**config.mk**
```make
export PLATFORM = sky130hd
export DESIGN_NAME = mp3_tag_skip_sync_finder_core
export DESIGN_NICKNAME = d
export VERILOG_FILES = /design/src/rtl/core/mp3ts_pkg.sv /design/src/rtl/core/mp3ts_fifo.sv /design/src/rtl/core/mp3ts_front.sv /design/src/rtl/core/mp3ts_back.sv /design/src/rtl/core/mp3_tag_skip_sync_finder_core.sv
export SDC_FILE = /design/constraint.sdc
export NUM_CORES = 1
export LEC_CHECK = 0
export BUFFER_PORTS_ARGS = -buffer_cell sky130_fd_sc_hd__clkbuf_2
export CAP_MARGIN = 20
export CORE_ASPECT_RATIO = 0.5
export CORE_MARGIN = 5
export CORE_UTILIZATION = 58
export CTS_CLUSTER_DIAMETER = 120
export DETAILED_ROUTE_END_ITERATION = 12
export PLACE_DENSITY = 0.75
export REMOVE_ABC_BUFFERS = 1
export SYNTH_ARGS = -nofsm -noshare
export SYNTH_HDL_FRONTEND = slang
export SYNTH_SLANG_ARGS = --single-unit
```
**constraint.sdc**
```tcl
create_clock -name clk -period 12.65 [get_ports clk]
set_clock_uncertainty 0.15 [all_clocks]
set_input_delay 1.8975 -clock clk [delete_from_list [all_inputs] [get_ports clk]]
set_output_delay 1.8975 -clock clk [all_outputs]
set_load 0.02 [all_outputs]
```
**src/rtl/core/mp3ts_pkg.sv**
```systemverilog
package mp3ts_pkg;

	// Status codes carried by a report
	localparam logic [2:0] ST_SYNC_FOUND = 3'd0;
	localparam logic [2:0] ST_TAG_BAD    = 3'd1;
	localparam logic [2:0] ST_LIMIT      = 3'd2;
	localparam logic [2:0] ST_NO_SYNC    = 3'd3;
	localparam logic [2:0] ST_STREAM_END = 3'd4;

	// Result kinds
	localparam logic KIND_BYTE   = 1'b0;
	localparam logic KIND_REPORT = 1'b1;

	// Input op codes
	localparam logic OP_DATA = 1'b0;
	localparam logic OP_END  = 1'b1;

	localparam logic [15:0] LIMIT_RESET = 16'd2048;

	// Commands passed from the front to the back
	typedef enum logic [1:0] {
		CMD_REPORT,
		CMD_SYNC,
		CMD_FWD
	} cmd_code_t;

	typedef struct packed {
		logic       op;
		logic [7:0] in_byte;
	} in_item_t;

	typedef struct packed {
		logic        kind;
		logic [7:0]  out_byte;
		logic [2:0]  status;
		logic        id3_seen;
		logic        album_seen;
		logic [15:0] skipped_count;
		logic        frame_start;
		logic        last;
	} out_item_t;

	// One queued command: a report, a sync (report plus window bytes) or one byte
	typedef struct packed {
		cmd_code_t   code;
		logic [31:0] data;
		logic [2:0]  status;
		logic        id3_seen;
		logic        album_seen;
		logic [15:0] count;
		logic        last;
	} cmd_t;

endpackage

```
**src/rtl/core/mp3ts_fifo.sv**
```systemverilog
module mp3ts_fifo #(
	parameter int WIDTH = 8,
	parameter int DEPTH = 4
) (
	input  logic             clk,
	input  logic             arst_n,
	input  logic             push,
	input  logic [WIDTH-1:0] wdata,
	input  logic             pop,
	output logic [WIDTH-1:0] rdata,
	output logic             full,
	output logic             empty
);

	localparam int PW = (DEPTH > 1) ? $clog2(DEPTH) : 1;
	localparam int CW = $clog2(DEPTH + 1);
	localparam logic [PW-1:0] LAST_PTR = PW'(DEPTH - 1);
	localparam logic [CW-1:0] FULL_CNT = CW'(DEPTH);

	logic [WIDTH-1:0] mem_q [DEPTH];
	logic [PW-1:0]    wr_ptr_q;
	logic [PW-1:0]    rd_ptr_q;
	logic [CW-1:0]    count_q;
	logic             do_push;
	logic             do_pop;

	assign full    = (count_q == FULL_CNT);
	assign empty   = (count_q == '0);
	assign do_push = push && !full;
	assign do_pop  = pop && !empty;
	assign rdata   = mem_q[rd_ptr_q];

	// Store entries
	always_ff @(posedge clk) begin
		if (do_push) begin
			mem_q[wr_ptr_q] <= wdata;
		end
	end

	// Advance pointers and occupancy
	always_ff @(posedge clk or negedge arst_n) begin
		if (!arst_n) begin
			wr_ptr_q <= '0;
			rd_ptr_q <= '0;
			count_q  <= '0;
		end else begin
			if (do_push) begin
				wr_ptr_q <= (wr_ptr_q == LAST_PTR) ? '0 : wr_ptr_q + PW'(1);
			end
			if (do_pop) begin
				rd_ptr_q <= (rd_ptr_q == LAST_PTR) ? '0 : rd_ptr_q + PW'(1);
			end
			if (do_push && !do_pop) begin
				count_q <= count_q + CW'(1);
			end else if (do_pop && !do_push) begin
				count_q <= count_q - CW'(1);
			end
		end
	end

endmodule

```
**src/rtl/core/mp3ts_front.sv**
```systemverilog
module mp3ts_front (
	input  logic                 clk,
	input  logic                 arst_n,
	input  logic                 in_valid,
	input  logic                 in_stall,
	input  mp3ts_pkg::in_item_t  in_data,
	input  logic [15:0]          limit,
	output logic                 push,
	output mp3ts_pkg::cmd_t      cmd
);

	typedef enum logic [2:0] {
		PH_HDR,
		PH_ID3HDR,
		PH_ID3SKIP,
		PH_ALBLEN,
		PH_ALBSKIP,
		PH_SCAN,
		PH_FWD,
		PH_DONE
	} phase_t;

	// Check a 4-byte window for a valid MPEG audio frame header
	function automatic logic hdr_ok(input logic [31:0] w);
		logic [7:0] b0;
		logic [7:0] b1;
		logic [7:0] b2;
		logic [7:0] b3;
		logic [3:0] bad;
		logic       ok;
		b0 = w[31:24];
		b1 = w[23:16];
		b2 = w[15:8];
		b3 = w[7:0];
		case (b2[7:4])
			4'd1, 4'd2, 4'd3, 4'd5:          bad = 4'b0111;
			4'd11, 4'd12, 4'd13, 4'd14, 4'd15: bad = 4'b1000;
			default:                          bad = 4'b0000;
		endcase
		ok = (b0 == 8'hFF) && (b1[7:5] == 3'b111) && (b1[4:3] != 2'b01) &&
			(b1[2:1] != 2'b00) && (b2[7:4] != 4'hF) && (b2[3:2] != 2'b11) &&
			(b3[1:0] != 2'b10);
		// Layer II, MPEG-1: reject disallowed bitrate/mode pairs
		if ((b1[4:3] == 2'b11) && (b1[2:1] == 2'b10) && bad[b3[7:6]]) begin
			ok = 1'b0;
		end
		return ok;
	endfunction

	phase_t       phase_q, phase_n;
	logic [2:0]   hcount_q, hcount_n;
	logic [27:0]  tag_q, tag_n;
	logic [31:0]  window_q, window_n;
	logic [2:0]   fill_q, fill_n;
	logic [15:0]  discard_q, discard_n;
	logic [1:0]   seen_q, seen_n;

	logic         accept;
	logic [31:0]  w_shift;
	logic [2:0]   fill_inc;
	logic [15:0]  disc_inc;
	logic [2:0]   hc_inc;
	logic [27:0]  tag_id3;
	logic [27:0]  tag_dec;
	logic [27:0]  alb_len;
	logic         do_scan;

	assign accept   = in_valid && !in_stall;
	assign w_shift  = {window_q[23:0], in_data.in_byte};
	assign fill_inc = fill_q + 3'd1;
	assign disc_inc = discard_q + 16'd1;
	assign hc_inc   = hcount_q + 3'd1;
	assign tag_id3  = (hcount_q >= 3'd2) ? {tag_q[20:0], in_data.in_byte[6:0]} : tag_q;
	assign tag_dec  = (tag_q != '0) ? tag_q - 28'd1 : tag_q;
	assign alb_len  = {12'd0, in_data.in_byte, tag_q[7:0]};

	// Step the stream parser for one accepted transaction
	always_comb begin
		phase_n   = phase_q;
		hcount_n  = hcount_q;
		tag_n     = tag_q;
		window_n  = window_q;
		fill_n    = fill_q;
		discard_n = discard_q;
		seen_n    = seen_q;
		push      = 1'b0;
		do_scan   = 1'b0;
		cmd       = '0;
		cmd.code       = mp3ts_pkg::CMD_REPORT;
		cmd.id3_seen   = seen_q[0];
		cmd.album_seen = seen_q[1];
		cmd.count      = discard_q;

		if (accept) begin
			if (in_data.op == mp3ts_pkg::OP_END) begin
				cmd.last = 1'b1;
				case (phase_q)
					PH_FWD: begin
						push       = 1'b1;
						cmd.status = mp3ts_pkg::ST_STREAM_END;
					end
					PH_HDR, PH_SCAN: begin
						push       = 1'b1;
						cmd.status = mp3ts_pkg::ST_NO_SYNC;
					end
					PH_DONE: push = 1'b0;
					default: begin
						push       = 1'b1;
						cmd.status = mp3ts_pkg::ST_TAG_BAD;
					end
				endcase
				phase_n   = PH_HDR;
				hcount_n  = '0;
				tag_n     = '0;
				window_n  = '0;
				fill_n    = '0;
				discard_n = '0;
				seen_n    = '0;
			end else begin
				case (phase_q)
					PH_HDR: begin
						window_n = w_shift;
						fill_n   = fill_inc;
						if (fill_inc >= 3'd4) begin
							if (seen_q == 2'b00 && w_shift[31:8] == 24'h494433) begin
								phase_n  = PH_ID3HDR;
								hcount_n = '0;
								tag_n    = '0;
							end else if (!seen_q[1] && w_shift == 32'h41694401) begin
								phase_n  = PH_ALBLEN;
								hcount_n = '0;
								tag_n    = '0;
							end else begin
								phase_n = PH_SCAN;
								do_scan = 1'b1;
							end
						end
					end
					PH_SCAN: begin
						window_n = w_shift;
						fill_n   = fill_inc;
						if (fill_inc >= 3'd4) begin
							do_scan = 1'b1;
						end
					end
					PH_ID3HDR: begin
						tag_n    = tag_id3;
						hcount_n = hc_inc;
						if (hc_inc >= 3'd6) begin
							seen_n   = seen_q | 2'b01;
							window_n = '0;
							fill_n   = '0;
							phase_n  = (tag_id3 == '0) ? PH_HDR : PH_ID3SKIP;
						end
					end
					PH_ID3SKIP, PH_ALBSKIP: begin
						tag_n = tag_dec;
						if (tag_dec == '0) begin
							window_n = '0;
							fill_n   = '0;
							phase_n  = PH_HDR;
						end
					end
					PH_ALBLEN: begin
						if (hcount_q == '0) begin
							tag_n    = {20'd0, in_data.in_byte};
							hcount_n = 3'd1;
						end else begin
							seen_n = seen_q | 2'b10;
							if (alb_len < 28'd6) begin
								push           = 1'b1;
								cmd.status     = mp3ts_pkg::ST_TAG_BAD;
								cmd.album_seen = 1'b1;
								cmd.last       = 1'b1;
								tag_n          = alb_len;
								phase_n        = PH_DONE;
							end else begin
								tag_n    = alb_len - 28'd6;
								window_n = '0;
								fill_n   = '0;
								phase_n  = (alb_len == 28'd6) ? PH_HDR : PH_ALBSKIP;
							end
						end
					end
					PH_FWD: begin
						push      = 1'b1;
						cmd.code  = mp3ts_pkg::CMD_FWD;
						cmd.data  = {24'd0, in_data.in_byte};
					end
					default: push = 1'b0;
				endcase

				// Full window: report sync, or drop the oldest byte and report the limit once the discard count reaches it
				if (do_scan) begin
					if (hdr_ok(w_shift)) begin
						push       = 1'b1;
						cmd.code   = mp3ts_pkg::CMD_SYNC;
						cmd.data   = w_shift;
						cmd.status = mp3ts_pkg::ST_SYNC_FOUND;
						phase_n    = PH_FWD;
					end else begin
						window_n  = {8'd0, w_shift[23:0]};
						fill_n    = 3'd3;
						discard_n = disc_inc;
						if (disc_inc >= limit) begin
							push       = 1'b1;
							cmd.status = mp3ts_pkg::ST_LIMIT;
							cmd.count  = disc_inc;
							cmd.last   = 1'b1;
							phase_n    = PH_DONE;
						end
					end
				end
			end
		end
	end

	// Hold parser state
	always_ff @(posedge clk or negedge arst_n) begin
		if (!arst_n) begin
			phase_q   <= PH_HDR;
			hcount_q  <= '0;
			tag_q     <= '0;
			window_q  <= '0;
			fill_q    <= '0;
			discard_q <= '0;
			seen_q    <= '0;
		end else begin
			phase_q   <= phase_n;
			hcount_q  <= hcount_n;
			tag_q     <= tag_n;
			window_q  <= window_n;
			fill_q    <= fill_n;
			discard_q <= discard_n;
			seen_q    <= seen_n;
		end
	end

endmodule

```
**src/rtl/core/mp3ts_back.sv**
```systemverilog
module mp3ts_back (
	input  logic                 clk,
	input  logic                 arst_n,
	input  logic                 q_empty,
	input  mp3ts_pkg::cmd_t      q_head,
	output logic                 q_pop,
	output logic                 out_valid,
	input  logic                 out_stall,
	output mp3ts_pkg::out_item_t out_data
);

	mp3ts_pkg::cmd_t     cur_q;
	logic                cur_valid_q;
	logic [2:0]          sub_q;
	mp3ts_pkg::out_item_t out_q;
	logic                out_valid_q;

	mp3ts_pkg::out_item_t res;
	logic                out_free;
	logic                emit;
	logic                final_piece;

	assign out_free    = !out_valid_q || !out_stall;
	assign emit        = cur_valid_q && out_free;
	assign final_piece = (cur_q.code != mp3ts_pkg::CMD_SYNC) || (sub_q == 3'd4);
	assign q_pop       = !q_empty && (!cur_valid_q || (emit && final_piece));
	assign out_valid   = out_valid_q;
	assign out_data    = out_q;

	// Build the next result transaction from the current command
	always_comb begin
		res = '0;
		case (cur_q.code)
			mp3ts_pkg::CMD_FWD: begin
				res.kind     = mp3ts_pkg::KIND_BYTE;
				res.out_byte = cur_q.data[7:0];
			end
			mp3ts_pkg::CMD_SYNC: begin
				if (sub_q == 3'd0) begin
					res.kind          = mp3ts_pkg::KIND_REPORT;
					res.status        = mp3ts_pkg::ST_SYNC_FOUND;
					res.id3_seen      = cur_q.id3_seen;
					res.album_seen    = cur_q.album_seen;
					res.skipped_count = cur_q.count;
				end else begin
					res.kind        = mp3ts_pkg::KIND_BYTE;
					res.out_byte    = cur_q.data[8 * (3'd4 - sub_q) +: 8];
					res.frame_start = (sub_q == 3'd1);
				end
			end
			default: begin
				res.kind          = mp3ts_pkg::KIND_REPORT;
				res.status        = cur_q.status;
				res.id3_seen      = cur_q.id3_seen;
				res.album_seen    = cur_q.album_seen;
				res.skipped_count = cur_q.count;
				res.last          = cur_q.last;
			end
		endcase
	end

	// Hold the current command and step through its results
	always_ff @(posedge clk or negedge arst_n) begin
		if (!arst_n) begin
			cur_valid_q <= 1'b0;
			sub_q       <= '0;
			out_valid_q <= 1'b0;
		end else begin
			if (q_pop) begin
				cur_valid_q <= 1'b1;
				sub_q       <= '0;
			end else if (emit) begin
				if (final_piece) begin
					cur_valid_q <= 1'b0;
					sub_q       <= '0;
				end else begin
					sub_q <= sub_q + 3'd1;
				end
			end
			if (out_free) begin
				out_valid_q <= emit;
			end
		end
	end

	// Load payload registers
	always_ff @(posedge clk) begin
		if (q_pop) begin
			cur_q <= q_head;
		end
		if (emit) begin
			out_q <= res;
		end
	end

endmodule

```
**src/rtl/core/mp3_tag_skip_sync_finder_core.sv**
```systemverilog
// Each accepted byte's command goes through the command queue and the current-command register;
// its first result is then held in the output register. Throughput: one input byte per cycle
// while the queue is not full; a sync command yields five results (report plus four window
// bytes), so the four-entry command queue can fill and the input then stalls until an entry frees.
// Reset (arst_n low, asynchronous): parser back to waiting for header bytes, queue and output
// emptied, search limit set to 2048.
module mp3_tag_skip_sync_finder_core #(
	parameter int QUEUE_DEPTH = 4
) (
	input  logic                 clk,
	input  logic                 arst_n,
	input  logic                 in_valid,
	output logic                 in_stall,
	input  mp3ts_pkg::in_item_t  in_data,
	output logic                 out_valid,
	input  logic                 out_stall,
	output mp3ts_pkg::out_item_t out_data,
	input  logic                 cfg_we,
	input  logic [15:0]          cfg_wdata
);

	localparam int CMD_W = $bits(mp3ts_pkg::cmd_t);

	logic [15:0]     limit_q;
	logic            push;
	mp3ts_pkg::cmd_t cmd;
	logic            q_full;
	logic            q_empty;
	logic            q_pop;
	logic [CMD_W-1:0] q_rdata;
	mp3ts_pkg::cmd_t q_head;

	assign in_stall = q_full;
	assign q_head   = mp3ts_pkg::cmd_t'(q_rdata);

	// Hold the search limit register
	always_ff @(posedge clk or negedge arst_n) begin
		if (!arst_n) begin
			limit_q <= mp3ts_pkg::LIMIT_RESET;
		end else if (cfg_we) begin
			limit_q <= cfg_wdata;
		end
	end

	mp3ts_front u_front (
		.clk      (clk),
		.arst_n   (arst_n),
		.in_valid (in_valid),
		.in_stall (in_stall),
		.in_data  (in_data),
		.limit    (limit_q),
		.push     (push),
		.cmd      (cmd)
	);

	mp3ts_fifo #(
		.WIDTH (CMD_W),
		.DEPTH (QUEUE_DEPTH)
	) u_queue (
		.clk    (clk),
		.arst_n (arst_n),
		.push   (push),
		.wdata  (cmd),
		.pop    (q_pop),
		.rdata  (q_rdata),
		.full   (q_full),
		.empty  (q_empty)
	);

	mp3ts_back u_back (
		.clk       (clk),
		.arst_n    (arst_n),
		.q_empty   (q_empty),
		.q_head    (q_head),
		.q_pop     (q_pop),
		.out_valid (out_valid),
		.out_stall (out_stall),
		.out_data  (out_data)
	);

endmodule
```
* Word level (Yosys, flattened, before mapping) *
Memories as Yosys holds them, arrays and structs flattened. A register that Yosys moved wholly into a read port is not among the register bits.
Index checks and enable logic that the tools add are counted.

cells by class
  add/sub/neg operators = 11
  order comparisons = 6
  eq/ne operators = 34
  shift-type cells = 1
  mux-type cells = 117
  bitwise gates (word level) = 1
  reductions and logical operators = 58

operators with widths
  cell                     count
  $mux W28                 8
  $mux W32                 7
  $pmux W32 S4             1
  $pmux W28 S4             1
  $mux W3                  34
  $mux W34                 3
  $mux W37                 2
  $mux W17                 4
  $logic_not A28 Y1        2
  $mux W16                 3
  $pmux W21 S2             1
  $mux W18                 2
  $shiftx A32 B33 Y8       1
  $eq A32 B31 Y1 const B   1
  $mux W1                  32
  $reduce_bool A28 Y1      1
  $sub A28 B1 Y28 const B  1
  $eq A24 B23 Y1 const B   1
  $pmux W3 S4              2
  $eq A3 B3 Y1 const B     7
  $logic_and A1 B1 Y1      18
  $pmux W3 S3              2
  $sub A16 B3 Y17 const B  1
  $add A16 B1 Y16 const B  1
  other kinds (41)         92

storage, ports and cells
  register bits after elaboration = 147
  bits in writable memories = 224
  ROM bits = 64
  input bits = 30
  output and inout bits = 34
  logic and storage cells = 254
  memories kept = 2

memories
  name              words  width  rd ports  clocked after Yosys merged registers in  wr ports  RTL line           source
  u_queue.mem_q     4      56     1         1                                        1         mp3ts_fifo.sv:20   logic [WIDTH-1:0] mem_q [DEPTH];
  (name not given)  16     4      1         0                                        0         mp3ts_front.sv:35  case (b2[7:4])

* Logic depth before layout (Yosys ltp) *
Gate-level depths: netlist of run 1.

  depth after elaboration = 27
  depth in mapped cells = 23
  mapped depth without buffers = 22

* Hierarchy *
A second synthesis of run 1 with hierarchy kept.

second synthesis, totals
  cell total of the unflattened synthesis = 1,414
  area total of the unflattened synthesis = 19,666.4 µm²

modules (own cells, without submodules)
  module                         instances  cells an instance  area an instance (µm²)  sequential area each (µm²)
  mp3ts_fifo                     1          330                8,546.9                 6,901.6
  mp3ts_front                    1          875                6,991.7                 1,976.9
  mp3ts_back                     1          175                3,477.1                 2,767.7
  mp3_tag_skip_sync_finder_core  1          34                 650.6                   401.6

* Worst setup path after synthesis of run 1 *
No wires, ideal clock.

  path type = input-to-reg
  start = input port in_data[6] (netlist bit)
  end = memory u_queue.mem_q[0][0] (netlist bit), enable pin
  library setup time = 0.420 ns
  arrival = 5.136 ns
  required time = 12.080 ns
  slack = 6.945 ns
  cell stages on the path = 9
  path buffers = 1
  path through = clkbuf_1 -> a21oi_1 -> o211ai_1 -> o21ai_0 -> a2111oi_0 -> nand2b_1 -> a21boi_1 -> a31oi_1 -> and2_1

between the ends
  cells in the longest elaborated chain, start to end = 14
  elaborated cells between the ends (all ways) = 27
  classes of those cells = order compare: 1; eq/ne: 1; mux: 22; reduce/logical: 3

ends and longest elaborated chain
  item                                                   RTL line                             source
  start: declaration                                     mp3_tag_skip_sync_finder_core.sv:14  input mp3ts_pkg::in_item_t in_data,
  branches (longest 8 deep; another with $lt A16 B3 Y1)  --
  $mux W1 *                                              mp3ts_front.sv:194                   if (do_scan) begin
  $mux W1 *                                              mp3ts_front.sv:95                    if (in_data.op == mp3ts_pkg::OP_END) begin
  $mux W1 *                                              mp3ts_front.sv:94                    if (accept) begin
  $logic_and A1 B1 Y1 *                                  mp3ts_fifo.sv:29                     assign do_push = push && !full;
  net u_queue.do_push                                    mp3ts_fifo.sv:24                     logic do_push;
  $mux W1 *                                              mp3ts_fifo.sv:35                     if (do_push) begin
  $mux W1 (implied by the code) *                        mp3ts_fifo.sv:36                     mem_q[wr_ptr_q] <= wdata;
  end: declaration                                       mp3ts_fifo.sv:20

Mark *: on every way through the listed nets, which the timed path passes. The select of a mux whose other input is x is not followed.

==> metrics.md, run 1 <==
| Metric | Value |
|---|---|
| Internal Pwr Total | `3.308 mW` |
| Wire per inst | `24.23 um` |
| Port Buffers | `63` |
| WHS | `0.3521 ns` |
| Clk Latency, worst-skew pair | `0.56 ns` |
| Max clock buf depth | `3` |
| F_max | `174.5 MHz` |
| Worst Max-Slew Pin Slew | `1.118 ns` |
| Die height | `140.5 um` |
| Post_cts resized | `0` |
| Total GRT Usage | `25.56%` |
| Pleak | `7.904 nW` |
| Critical path's top delay family | `simple AND/OR/NAND/NOR gates` |
| Number of CTS-inserted buffers | `37` |
| Crit path DAT | `5.85 ns` |
| # setup viols final | `0` |
| Final HPWL DP | `31,070 um` |
| DP Area | `20,350 um2` |
| Htree depth | `2` |
| Largest net degree at the start of global routing | `79` |
| Fraction of layout cells with a size suffix above 1 | `14.97%` |
| Vias in the first global route | `12,980` |
| Switch share | `40.53%` |
| Fill count | `2,359` |
| CTS root buf | `clkbuf_16` |
| Cells after DPL | `1,961` |
| GP Congestion | `0.9540` |
| Initial Util | `59.26%` |
| Gate power share | `42.6%` |
| DRT iter0 DRCs | `1,794` |
| Critical Path Start Type | `flop` |
| Final cell count without fillers | `2,031` |
| Num ports | `64` |
| Avg Vias per Cell | `6.573` |
| Unrepaired setup endpoints after global routing | `false` |
| Synth async-reset ratio | `25.54%` |
| Grt total ovfl | `0` |
| Most frequent cells in the layout | `edfxtp_1, nand2_1, a21oi_1` |
| Main flop type after synthesis | `edfxtp_1` |
| Final-report hold violation count | `0` |
| Crit Path Category | `flop to flop` |
| Hold_buf cts | `0` |
| Relative slew slack | `25.23%` |
| Hold WC Path Type | `flop to flop` |
| Post-route ant nets | `0` |
| Worst EP required | `12.77 ns` |
| Worst-path fanout max | `16` |
| Ratio of final minimum period to clock period | `45.29%` |
| Cell Area, Synth | `19,760 um2` |
| Total core area | `33,340 um2` |
| Global-route wire length before repair | `76,510 um` |
| Slew Viols, Final | `0` |
| Antenna violations before repair | `1` |
| Row cnt | `47` |
| Final instance area | `21,560 um2` |
| Synth Register Bits | `419` |
| Cell Chain, Critical Path | `nand3_1 -> nor3_1 -> and3_1 -> and3_1 -> and3_1 -> nand3_1 -> xnor2_1 -> ha_1 -> nand4_1 -> nor2_1 -> a41oi_1 -> or3_1 -> nor2_1 -> nand2_1 -> xnor2_1` |
| Crit-path most repeated cell | `and3_1` |
| Synthesized area per cell | `12.76 um2` |
| Clk sinks | `419` |
| Peak supply drop | `226.3 uV` |
| Initial DRT Pass Iterations | `6` |
| Die area | `38,080 um2` |
| Most common cell after layout, fill and taps aside | `edfxtp_1` |
| Post-CTS Setup Bufs | `0` |
| Reg clk slew, reported paths | `0.07 ns` |
| Post-synth EDFFs | `312` |
| Post-synth cell types | `83` |
| Max_cap viols | `0` |
| Mapped Cells | `1,548` |
| Final net count | `1,633` |
| Die width | `271.0 um` |
| Max incr delay on CP | `0.79 ns` |
| Min Clock Period, post-route | `5.730 ns` |
| Pwr/cell area | `258.0 nW/um2` |
| Area grow syn2layout | `9.112%` |
| Setup TNS | `0 ns` |
| Sequential fraction of the synthesis area | `60.97%` |
| CP Capture Type | `flop` |
| CP bufs+invs | `0` |
| Sequential Power Share | `37.9%` |
| N_diodes | `0` |
| Drt drc | `0` |
| CP max-delay cell | `nor2_1` |
| Clk network pwr share | `19.5%` |
| Via count | `13,350` |
| P_sw | `2.255 mW` |
| Syn. warnings | `0` |
| CTS tree | `done` |
| Status | `finished clean` |
| Final wirelength | `49,210 um` |
## synthesized netlist by cell type, drive strengths merged (9+ instances only)
cell type / instances / area share (%)
nand3: 25 / 0.66
o22ai: 12 / 0.38
nand4: 17 / 0.54
xor2: 22 / 0.98
nand2b: 17 / 0.54
mux4: 64 / 7.3
nor2: 102 / 1.9
and3: 17 / 0.56
mux2i: 11 / 0.56
buf: 24 / 0.68
o31ai: 12 / 0.46
dfrtp: 106 / 13
edfxtp: 312 / 47
xnor2: 25 / 1.1
nor2b: 23 / 0.73
clkbuf: 84 / 1.6
a21oi: 112 / 3.0
or3: 9 / 0.28
ha: 40 / 2.5
o21ai: 103 / 2.6
a221o: 23 / 1.2
inv: 43 / 0.82
nor4: 17 / 0.60
nor3: 50 / 1.6
a22oi: 10 / 0.38
nand2: 127 / 2.5
and2: 33 / 1.0
## power groups by stage
stage / sequential (mW) / clock (mW) / combinational, mW
after floorplan: 2.16 / 0 / 1.53
after global placement: 2.10 / 0 / 2.24
after detailed placement: 2.12 / 0 / 2.30
after CTS: 2.10 / 1.10 / 2.32
after global routing: 2.14 / 1.17 / 2.55
final: 2.11 / 1.09 / 2.37
## metal layers
layer  track usage (%)  up-vias  part of all wire (%)
li1                  -     5888                     -
met2             40.49      653                    47
met1             38.65     6739                    43
met4             4.739        0                   1.4
met5                 0        -                     0
met3             3.794       69                   7.8
## per-stage QoR
stage	setup WS, ns	util, %	total power [mW]
after floorplan	7.040	-	3.693
after global placement	6.779	60.94	4.344
after detailed placement	6.490	61.02	4.418
after CTS	7.000	64.46	5.525
after global routing	6.540	64.66	5.858
final	6.920	64.66	5.563
## worst reg2reg max path, stage by stage, from the launching register on
cell and delay (ns):
dfrtp_1 0.50, nand3_1 0.24, nor3_1 0.54, and3_1 0.36, and3_1 0.31, and3_1 0.35, nand3_1 0.16, xnor2_1 0.17
ha_1 0.32, nand4_1 0.11, nor2_1 0.11, a41oi_1 0.23, or3_1 0.47, nor2_1 0.79, nand2_1 0.17, xnor2_1 0.47
## cell families after synthesis
logic type | share of synthesized area [%]
DFF | 60.97
xor gates and xnor gates | 2.083
AOI/OAI and AO/OA | 10.91
and+or+nand+nor | 12.15
adders and majority gates | 2.634
buffers and inverters | 3.109
muxes | 8.137
## sequential cells by signal, indices dropped and copies added (netlist names)
name,count
u_back.cur_valid_q,1
u_queue.mem_q,224
limit_q,16
u_back.out_data,32
u_front.fill_q,3
u_front.tag_q,28
u_front.discard_q,16
u_back.sub_q,3
u_queue.rd_ptr_q,2
u_front.seen_q,2
u_queue.count_q,3
u_queue.wr_ptr_q,2
u_back.cur_q,56
u_back.out_valid,1
u_front.phase_q,3
u_front.window_q,24
u_front.hcount_q,3
## cell type report
| class | count | area [um2] | area share (%) |
|---|---|---|---|
| sequential | 419 | 12050 | 55.91 |
| timing repair buffer | 83 | 531.8 | 2.466 |
| inverter | 43 | 161.4 | 0.7487 |
| clock buffer | 51 | 1013 | 4.701 |
| multi-input combinational | 978 | 7116 | 33.00 |
| clock inverter | 16 | 132.6 | 0.6152 |
| tap | 441 | 551.8 | 2.559 |
## worst paths after layout
path	start	to	slack, ns	depth (start not counted)
setup reg to reg	u_front.discard_q[0]	u_queue.mem_q[0][7]	6.92	15
hold reg to reg	u_queue.count_q[2]	u_queue.count_q[2]	0.35	1
min in group asynchronous	arst_n	limit_q[8]	1.16	1
hold / removal	u_queue.count_q[2]	u_queue.count_q[2]	0.35	1
setup / recovery	u_front.discard_q[0]	u_queue.mem_q[0][7]	6.92	15
max in group asynchronous	arst_n	u_front.tag_q[8]	10.16	3
Note: power is estimated with default switching activity, not from simulation.
==> run 2: changes to the inputs <==
--- a/config.mk
+++ b/config.mk
@@ -5,6 +5,7 @@
 export SDC_FILE = /design/constraint.sdc
 export NUM_CORES = 1
 export LEC_CHECK = 0
+export ABC_AREA = 1
 export BUFFER_PORTS_ARGS = -buffer_cell sky130_fd_sc_hd__clkbuf_2
 export CAP_MARGIN = 20
 export CORE_ASPECT_RATIO = 0.5
==> constraint.sdc (replaced) <==
create_clock -name clk -period 5.63 [get_ports clk]
set_clock_uncertainty 0.15 [all_clocks]
set_input_delay 0.8445 -clock clk [delete_from_list [all_inputs] [get_ports clk]]
set_output_delay 0.8445 -clock clk [all_outputs]
set_load 0.02 [all_outputs]
==> run 2 against run 1 <==
Effect of this change: combinational power increased by 34%; critical path type unchanged; die area increased by 4.5%; largest power group is now registers; global-route usage increased by 0.65 points; sequential power increased by 120%; cell area increased by 5.3%.
==> metrics.md, run 2 <==
| Metric | Value |
|---|---|
| Slew Viols, Final | `0 (unchanged)` |
| Uppermost layer routed | `met4 (unchanged)` |
| CP max-delay cell | `dfrtp_1 (was nor2_1)` |
| Via count | `16,050 (was 13,350)` |
| Row cnt | `48 (was 47)` |
| Final HPWL DP | `34,130 um (was 31,070 um)` |
| Synth Register Bits | `419 (unchanged)` |
| Area of the multi-input gates | `7357 um2 (was 7116 um2)` |
| Largest net degree at the start of global routing | `74 (was 79)` |
| Htree depth | `2 (unchanged)` |
| Register area | `12,050 um2 (about the same)` |
| Drt drc | `0 (unchanged)` |
| Antenna violations before repair | `1 (unchanged)` |
| Global-route wire length before repair | `83,190 um (was 76,510 um)` |
| Post-CTS Setup Bufs | `0 (unchanged)` |
| Final net count | `2,285 (was 1,633)` |
| Total core area | `34,830 um2 (was 33,340 um2)` |
| Largest cells by area after synthesis | `edfxtp_1, dfrtp_1, nand2_1, nor2_1, o21ai_0 (was edfxtp_1, dfrtp_1, mux4_2, a21oi_1, ha_1)` |
| Initial DRT Pass Iterations | `6 (unchanged)` |
| Hold WC Path Type | `input pin to async pin (was flop to flop)` |
| Synthesized area per cell | `9.454 um2 (was 12.76 um2)` |
| DP Area | `21,390 um2 (was 20,350 um2)` |
| Post-synth cell types | `51 (was 83)` |
| Worst EP required | `5.90 ns (was 12.77 ns)` |
| Number of CTS-inserted buffers | `38 (was 37)` |
| Fill count | `2,735 (was 2,359)` |
| Clk Latency, worst-skew pair | `0.55 ns (was 0.56 ns)` |
| Port Buffers | `63 (unchanged)` |
| Worst Setup Slack, final | `0.6763 ns (was 6.920 ns)` |
| Die height | `143.6 um (was 140.5 um)` |
| Unrepaired setup endpoints after global routing | `false (unchanged)` |
| Worst-path fanout max | `8 (was 16)` |
| Synth async-reset ratio | `25.54% (unchanged)` |
| Num ports | `64 (unchanged)` |
| Crit-path most repeated cell | `inv_1 (was and3_1)` |
| Final core utilization | `65.17% (was 64.66%)` |
| Vias in the first global route | `15,140 (was 12,980)` |
| Fraction of layout cells with a size suffix above 1 | `8.913% (was 14.97%)` |
| Main flop type after synthesis | `edfxtp_1 (unchanged)` |
| Syn. warnings | `0 (unchanged)` |
| Largest area contributor in the netlist | `edfxtp_1 (unchanged)` |
| DRT iter0 DRCs | `1,986 (was 1,794)` |
| Crit path DAT | `5.23 ns (was 5.85 ns)` |
| Min Clock Period, post-route | `4.954 ns (was 5.730 ns)` |
| Total GRT Usage | `26.21% (was 25.56%)` |
| CTS root buf | `clkbuf_16 (unchanged)` |
| CP Capture Type | `flop (unchanged)` |
| Final-report hold violation count | `0 (unchanged)` |
| N_diodes | `0 (unchanged)` |
| Cell Area, Synth | `20,700 um2 (was 19,760 um2)` |
| Mapped Cells | `2,190 (was 1,548)` |
| Reg clk slew, reported paths | `0.07 ns (about the same)` |
| Most frequent cells in the layout | `nand2_1, edfxtp_1, nor2_1 (was edfxtp_1, nand2_1, a21oi_1)` |
| Max_cap viols | `0 (unchanged)` |
| Post-synth EDFFs | `312 (unchanged)` |
| GP Congestion | `0.9543 (was 0.9540)` |
| Die area | `39,800 um2 (was 38,080 um2)` |
| Initial Util | `59.44% (was 59.26%)` |
| Peak supply drop | `283.9 uV (was 226.3 uV)` |
| Crit Path Category | `flop to flop (unchanged)` |
| Grt total ovfl | `0 (unchanged)` |
| Wire per inst | `19.21 um (was 24.23 um)` |
| Area grow syn2layout | `9.651% (was 9.112%)` |
| Die width | `277.2 um (was 271.0 um)` |
| Ratio of final minimum period to clock period | `87.99% (was 45.29%)` |
| Max clock buf depth | `3 (unchanged)` |
| Pwr/cell area | `460.1 nW/um2 (was 258.0 nW/um2)` |
| Wl on met1 | `22,090 um (was 21,370 um)` |
| Most common cell after layout, fill and taps aside | `nand2_1 (was edfxtp_1)` |
| Max incr delay on CP | `0.44 ns (was 0.79 ns)` |
| WL met3 | `4768 um (was 3814 um)` |
| Relative slew slack | `27.65% (was 25.23%)` |
| Met2 wire length | `24,360 um (was 23,320 um)` |
| F_max | `201.9 MHz (was 174.5 MHz)` |
| Top cell type's share of synthesized area | `45.25% (was 47.42%)` |
| Final wirelength | `52,240 um (was 49,210 um)` |
| Setup WS pre-CTS | `0.5515 ns (was 6.490 ns)` |
| # setup viols final | `0 (unchanged)` |
| Pleak | `9.256 nW (was 7.904 nW)` |
| Top cells by instance count after synthesis | `nand2_1, nor2_1, edfxtp_1 (was edfxtp_1, nand2_1, a21oi_1)` |
| Clk sinks | `419 (unchanged)` |
| Max FFs per register | `224 (unchanged)` |
| Critical Path Start Type | `flop (unchanged)` |
| Final instance area | `22,700 um2 (was 21,560 um2)` |
| Sequential fraction of the synthesis area | `58.19% (was 60.97%)` |
| Hold_buf cts | `0 (unchanged)` |
| Status | `finished clean (unchanged)` |
| CTS tree | `done (unchanged)` |
| Avg Vias per Cell | `5.903 (was 6.573)` |
| Worst Max-Slew Pin Slew | `1.085 ns (was 1.118 ns)` |
| Biggest register | `u_queue.mem_q (unchanged)` |
| Total power | `10.45 mW (was 5.563 mW)` |
| Post-route ant nets | `0 (unchanged)` |
| Count leader, synth | `nand2_1 (was edfxtp_1)` |
| Post_cts resized | `0 (unchanged)` |
-- run 2: cell count changes in the layout (fill, tap and decap cells not counted), moves of 28 or more --
cell / before / now
nor2_1: 102 / 310
nand2_1: 126 / 384
mux4_2: 64 / 0
o22ai_1: 12 / 98
nand3_1: 24 / 106
o21ai_0: 100 / 228
a21oi_1: 108 / 42
and2_1: 29 / 1
inv_1: 42 / 235
-- run 2: per-layer routing --
metal  up-vias  global-route usage [%]
met2       745                   43.31
met4         0                   5.878
li1       7586                       -
met3        87                   4.903
met1      7632                   37.00
met5         -                       0
-- run 2: report_power, final --
group | internal, mW | switching [mW] | total, mW | leakage, nW
combinational | 0.883 | 2.29 | 3.17 | 4.23
sequential | 4.18 | 0.410 | 4.59 | 4.39
clock | 1.52 | 1.16 | 2.68 | 0.630
-- run 2: cell type report --
| type | instances | area share [%] |
|---|---|---|
| Clock buffer | 50 | 4.657 |
| Clock inverter | 20 | 1.031 |
| Inverter | 243 | 4.018 |
| Multi-Input combinational cell | 1427 | 32.41 |
| Sequential cell | 419 | 53.09 |
| Tap cell | 475 | 2.618 |
| Timing Repair Buffer | 85 | 2.183 |
-- run 2: cells by family (layout without fill, tap and decap cells) --
family          Yosys count  after routing  share of synthesized area [%]
flops                   419            419                          58.19
fa+ha+maj                41             41                          2.514
xor+xnor                 31             31                          1.311
buf+inv                 344            398                          6.533
compound gates          457            457                          13.04
mux                       2              2                         0.1088
simple gates            896            896                          18.31
-- run 2: path summary, 6_finish.rpt --
check | startpoint | end | slack [ns] | cells past startpoint
worst min register to register | u_front.tag_q[24] | u_front.tag_q[24] | 0.38 | 2
worst max-delay path | u_front.discard_q[0] | u_queue.count_q[2] | 0.68 | 31
max in group asynchronous | arst_n | u_front.window_q[16] | 3.87 | 2
min in group clk | cfg_wdata[4] | limit_q[4] | 0.37 | 3
worst min-delay path | arst_n | u_front.tag_q[20] | 0.25 | 1
worst max register to register | u_front.discard_q[0] | u_queue.count_q[2] | 0.68 | 31
-- run 2: critical path, delay by kind of cell, from the launching register on --
| family | cells | cell delay [ns] |
|---|---|---|
| simple gates | 16 | 2.07 |
| fa+ha+maj | 4 | 1.01 |
| buf+inv | 7 | 0.54 |
| flops | 1 | 0.44 |
| xor+xnor | 2 | 0.38 |
| compound gates | 2 | 0.26 |
-- run 2: stage by stage --
stage                     hold slack [ns]  instances  TNS [ns]
after floorplan                    0.3032       2089    -66.90
after global placement             0.3448       2648         0
after detailed placement           0.3593       2648         0
after CTS                          0.2798       2718         0
after global routing               0.3278       2719         0
final                              0.2546       2719         0
